File: config.mk
export PLATFORM = sky130hd
export DESIGN_NAME = ttlp_ctrl
export DESIGN_NICKNAME = d
export VERILOG_FILES = /design/src/hw/rtl/ttlp_pkg.sv /design/src/hw/rtl/ttlp_ctrl.sv
export SDC_FILE = /design/constraint.sdc
export NUM_CORES = 1
export LEC_CHECK = 0
export BUFFER_PORTS_ARGS = -buffer_cell sky130_fd_sc_hd__buf_2
export CELL_PAD_IN_SITES_DETAIL_PLACEMENT = 1
export CELL_PAD_IN_SITES_GLOBAL_PLACEMENT = 2
export CORE_UTILIZATION = 22
export CTS_BUF_LIST = sky130_fd_sc_hd__clkbuf_8 sky130_fd_sc_hd__clkbuf_16
export DETAILED_ROUTE_END_ITERATION = 8
export PLACE_DENSITY = 0.91
export SYNTH_ARGS = -nofsm -noshare
export SYNTH_HDL_FRONTEND = slang
export SYNTH_SLANG_ARGS = --single-unit
File: constraint.sdc
create_clock -name clk -period 3 [get_ports clk]
set_input_delay 0.3 -clock clk [delete_from_list [all_inputs] [get_ports clk]]
set_output_delay 0.3 -clock clk [all_outputs]
set_load 0.01 [all_outputs]
File: src/hw/rtl/ttlp_pkg.sv
// Shared constants and control/status types for the tournament tree leaf probability core.
package ttlp_pkg;

  localparam int LEAVES_MAX = 64;
  localparam int INNER_MAX  = LEAVES_MAX - 1;
  localparam int CNT_W      = 7;
  localparam int IDX_W      = 6;
  localparam int PROB_W     = 16;

  localparam logic [PROB_W-1:0] ONE_Q15 = 16'h8000;

  localparam logic KIND_LOAD    = 1'b0;
  localparam logic KIND_COMPUTE = 1'b1;

  localparam logic REG_LEAF_COUNT = 1'b0;

  typedef struct packed {
    logic load;
    logic rb_step;
    logic init;
    logic node_rd;
    logic mul;
    logic wr_l;
    logic wr_r;
    logic emit_start;
    logic emit_rd;
    logic emit_next;
  } cmd_t;

  typedef struct packed {
    logic cfg_wr;
    logic n_lt2;
    logic rb_done;
    logic node_last;
    logic emit_last;
  } sts_t;

endpackage

File: src/hw/rtl/ttlp_ctrl.sv
// Controller: sequences load, rebuild, node walk and score emission.
module ttlp_ctrl (
  input  logic          clk,
  input  logic          rst_n,
  input  logic          in_tvalid,
  input  logic          in_kind,
  output logic          in_tready,
  output logic          out_tvalid,
  input  logic          out_tready,
  input  ttlp_pkg::sts_t sts,
  output ttlp_pkg::cmd_t cmd
);
  import ttlp_pkg::*;

  localparam logic [3:0] ST_IDLE    = 4'd0;
  localparam logic [3:0] ST_REBUILD = 4'd1;
  localparam logic [3:0] ST_INIT    = 4'd2;
  localparam logic [3:0] ST_RD      = 4'd3;
  localparam logic [3:0] ST_MUL     = 4'd4;
  localparam logic [3:0] ST_WL      = 4'd5;
  localparam logic [3:0] ST_WR      = 4'd6;
  localparam logic [3:0] ST_ERD     = 4'd7;
  localparam logic [3:0] ST_EOUT    = 4'd8;

  logic [3:0] state_r, state_nxt;

  always_ff @(posedge clk) begin
    if (!rst_n) state_r <= ST_IDLE;
    else        state_r <= state_nxt;
  end

  assign in_tready  = (state_r == ST_IDLE) && !sts.cfg_wr;
  assign out_tvalid = (state_r == ST_EOUT);

  always_comb begin
    state_nxt = state_r;
    cmd       = '0;
    unique case (state_r)
      ST_IDLE: begin
        if (sts.cfg_wr) begin
          state_nxt = ST_REBUILD;
        end else if (in_tvalid) begin
          if (in_kind == KIND_LOAD) begin
            cmd.load = 1'b1;
          end else if (sts.n_lt2) begin
            cmd.emit_start = 1'b1;
            state_nxt      = ST_EOUT;
          end else begin
            state_nxt = ST_INIT;
          end
        end
      end
      ST_REBUILD: begin
        if (sts.rb_done) state_nxt = ST_IDLE;
        else             cmd.rb_step = 1'b1;
      end
      ST_INIT: begin
        cmd.init  = 1'b1;
        state_nxt = ST_RD;
      end
      ST_RD: begin
        cmd.node_rd = 1'b1;
        state_nxt   = ST_MUL;
      end
      ST_MUL: begin
        cmd.mul   = 1'b1;
        state_nxt = ST_WL;
      end
      ST_WL: begin
        cmd.wr_l  = 1'b1;
        state_nxt = ST_WR;
      end
      ST_WR: begin
        cmd.wr_r = 1'b1;
        if (sts.node_last) begin
          cmd.emit_start = 1'b1;
          state_nxt      = ST_ERD;
        end else begin
          state_nxt = ST_RD;
        end
      end
      ST_ERD: begin
        cmd.emit_rd = 1'b1;
        state_nxt   = ST_EOUT;
      end
      ST_EOUT: begin
        if (out_tready) begin
          if (sts.emit_last) begin
            state_nxt = ST_IDLE;
          end else begin
            cmd.emit_next = 1'b1;
            state_nxt     = ST_ERD;
          end
        end
      end
      default: state_nxt = ST_IDLE;
    endcase
  end

endmodule

Yosys cells after proc, flatten, opt, wreduce, memory -nomap -nowiden
Cells that the tools add are included.

Bits of input ports: 10. Register bits: 4. Bits in latches: 0. Bits in read-only memories: 0. Memory bits (writable): 0. Memories kept: 0.

Eq/ne operators: 12. Order comparisons: 0. Divide/modulo/power cells: 0. Bitwise gates (word level): 0. Multiplexer cells: 30. Shifts and indexed selects: 0. Reduce and logical (&&, ||, !) cells: 4. Multipliers: 0. Add/sub/neg operators: 0.

Operators with widths (count): case mux 4 bit (9 select lines) (1); two-way mux 4 bit (6); two-way mux 1 bit (20); equality test 4 x 3 -> 1 bit, second input constant (4); equality test 4 x 2 -> 1 bit, second input constant (2); two-way mux 3 bit (2); != test 3 bit, second input constant (2); equality test 4 x 1 -> 1 bit, second input constant (1); equality test 4 bit, second input constant (1); zero test 4 bit (1); AND reduction 4 bit (1); != test 2 x 1 -> 1 bit, second input constant (1); != test 2 bit, second input constant (1); case mux 1 bit (2 select lines) (1); logical AND 1 bit (1); zero test 1 bit (1).

Depth between registers and ports, before layout
Word-level depth: 5. Gate-level depth with buffers: 5. Depth with buffers taken out: 4.

Worst setup path before layout
No wires, ideal clock.

Kind: register to output. Start: reg state_r[3]. End: out cmd[9] (netlist bit). Data required time: 2.700 ns. Stages on the path, launching flop included: 5. Setup slack: 1.500 ns. Buffers on the path: 1. Data arrival time: 1.200 ns. Cell sequence: dfxtp_1 -> buf_6 -> or2_4 -> nor4_4 -> and3b_2.

RTL lines: start, declared (line ttlp_ctrl.sv:25) `logic [3:0] state_r, state_nxt;`; start signal, assigned (line ttlp_ctrl.sv:29) `else state_r <= state_nxt;`; end, declared (line ttlp_ctrl.sv:11) `output ttlp_pkg::cmd_t cmd`.

==> flow_summary.json <==
{
  "cts_buffer_depth": 2,
  "cp_data_arrival_time_ns": 1.50,
  "setup_viol": 0,
  "grt_pass1_vias": 441,
  "preCtsSetupSlack_ns": 1.43,
  "r2r_cells": 4,
  "worstSetupPathType": "reg2out",
  "peakVddDrop_uv": 304,
  "status": "finished, final reports clean",
  "yosys_warnings": 0,
  "tightest_slew_ns": 0.514,
  "htreeDepth": 1,
  "clk_pin_slew_worst_paths_ns": 0.03,
  "grt_usage_pct": 13.5,
  "largest_reg_flops": 4,
  "cts_buffers": 3,
  "num_io_pins": 22,
  "cts_setup_buffers": 0,
  "ys_ff_latch": 4,
  "finalHoldViolations": 0,
  "p_leak_nw": 0.264,
  "cp-endpoint": "cmd[2]",
  "diodes": 0,
  "crit_required_ns": 2.70,
  "synthTopCellsByCount": "nor2_1 (8), nand2_1 (6), nor3_1 (6), dfxtp_1 (4)",
  "grt.overflow.total": 0,
  "p_per_area_nw_per_um2": 599,
  "cp_max_fo": 10,
  "tns_ns": 0,
  "timing.rr.start": "state_r[0]$_SDFFE_PN0P_",
  "num-nets-final": 86,
  "ant_nets": 0,
  "r2r_end": "state_r[0]$_SDFFE_PN0P_",
  "die_area_sq_um": 1950,
  "hpwl_um": 954,
  "antenna_found_initial": 0,
  "crit_start": "state_r[3]$_SDFFE_PN0P_",
  "finalWorstSetupSlack_ns": 1.20,
  "start_util_pct": 24.8,
  "cts_resized": 0,
  "ys_async_sr_fraction_pct": 0,
  "syn_area_sq_um": 392,
  "wl_um": 1180,
  "endpoint_kind": "output port",
  "syn2layout_area_growth_pct": 35.8,
  "syn_avg_cell_area_sq_um": 7.25,
  "skew_ns": 0.00500,
  "die_w_um": 44.2,
  "cts_tree": "done",
  "cts_root_buffer": "clkbuf_8",
  "drcViolationCount": 0,
  "regArea_sq_um": 80.1,
  "synth_nets": 64,
  "drv_slew": 0,
  "synth-edff-count": 0,
  "cts_hold_buf": 0,
  "finalCritPeriodShare_pct": 60.0,
  "vias": 464,
  "die_y_um": 44.2,
  "via_per_inst": 5.16,
  "slew_headroom_pct": 65.7,
  "globalplace.congestion": 0.859,
  "core_sq_um": 1580,
  "num_rows": 14,
  "grt_max_degree": 16,
  "clock_sinks": 4,
  "yosysTopAreaCellShare_pct": 20.4,
  "rsz0062_at_grt": "false",
  "dr.pass1.iters": 5,
  "fin_crit_ns": 1.80,
  "synth.most_common_cell": "nor2_1",
  "dr.first_iter.drc_count": 4,
  "largestRegisters": "state_r (4)",
  "wl_per_cell_um": 13.1,
  "yosys.area.top_type": "dfxtp_1",
  "n_fill_cell": 212,
  "multi_input_area_sq_um": 274,
  "portBuffers": 21,
  "fmax_mhz": 555,
  "hold_path_class": "in2reg",
  "layout-drive-gt1-share_pct": 37.8,
  "ys.flop_type": "dfxtp_1",
  "cp-start-kind": "flip-flop",
  "yosysSeqAreaShare_pct": 20.4,
  "grt_pass1_wl_um": 1940,
  "synth_area_leaders": "dfxtp_1 (20%), nor3_1 (7.7%), nor2_1 (7.7%), nand2_1 (5.8%), nor4_4 (5.4%)",
  "insertion_delay_ns": 0.22,
  "synth_cell_types": 25,
  "largest-register": "state_r",
  "drv_cap": 0,
  "r2r_setup_slack_ns": 1.51,
  "postSynthCellCount": 54
}
logic make-up (layout without fill, tap and decap cells):
logic type,count (synthesis),in the layout,share of synthesized area (%)
AND/OR/NAND/NOR,31,31,44.7
buffers and inverters,7,27,9.58
flip-flops,4,4,20.4
multiplexers,1,1,2.56
AO/OA/AOI/OAI,11,11,22.7
how the worst min path moves through the flow:
stage	start	end	depth (start not counted)
6_report	rst_n	state_r[0]$_SDFFE_PN0P_	2
5_1_grt	rst_n	state_r[0]$_SDFFE_PN0P_	2
4_1_cts	rst_n	state_r[0]$_SDFFE_PN0P_	2
3_5_place_dp	rst_n	state_r[0]$_SDFFE_PN0P_	2
3_3_place_gp	rst_n	state_r[0]$_SDFFE_PN0P_	2
2_1_floorplan	rst_n	state_r[0]$_SDFFE_PN0P_	1
critical path: stages, from the launching register on:
cell and delay (ns):
dfxtp_1 0.40, or2_4 0.32, nor4_4 0.23, nand4_1 0.14
nand2_1 0.08, buf_2 0.12
final cells by class:
cell class                      count  share of cell area, %
Multi-Input combinational cell     43                   51.5
Timing Repair Buffer               21                   19.8
Sequential cell                     4                   15.1
Clock buffer                        3                   7.76
Tap cell                           16                   3.76
Inverter                            3                   2.12
power breakdown:
group          switching [mW]  internal (mW)  total [mW]
sequential             0.0288         0.0626      0.0915
combinational          0.0607         0.0543       0.115
clock                  0.0269         0.0855       0.112
stage by stage:
stage          utilization (%)  hold WS (ns)  instance area [sq um]  total power [mW]  instances
6_report                  33.7         0.354                    532             0.319         90
5_1_grt                   33.7         0.373                    532             0.337         90
4_1_cts                   33.7         0.350                    532             0.321         90
3_3_place_gp              31.1         0.568                    490             0.203         87
3_5_place_dp              31.1         0.570                    490             0.207         87
2_1_floorplan                -         0.426                    392             0.174         54
cell usage in the layout (no fill, tap or decap), types with 2 or more instances in the layout:
cell type	synthesis	final
a21oi_1	2	2
a32o_1	2	2
buf_2	3	21
clkbuf_8	0	3
dfxtp_1	4	4
inv_1	3	3
nand2_1	6	6
nand2b_1	3	3
nor2_1	8	8
nor3_1	6	6
o31ai_1	2	2
per-layer routing:
| metal | share of wire [%] | global-route usage (%) | wire [um] |
|---|---|---|---|
| met5 | 0 | 0 | 0 |
| met4 | 0 | 5.45 | 0 |
| met3 | 3.5 | 2.45 | 41 |
| met2 | 48 | 22.4 | 562 |
| met1 | 49 | 17.1 | 577 |
(Power assumes the default switching activity.)
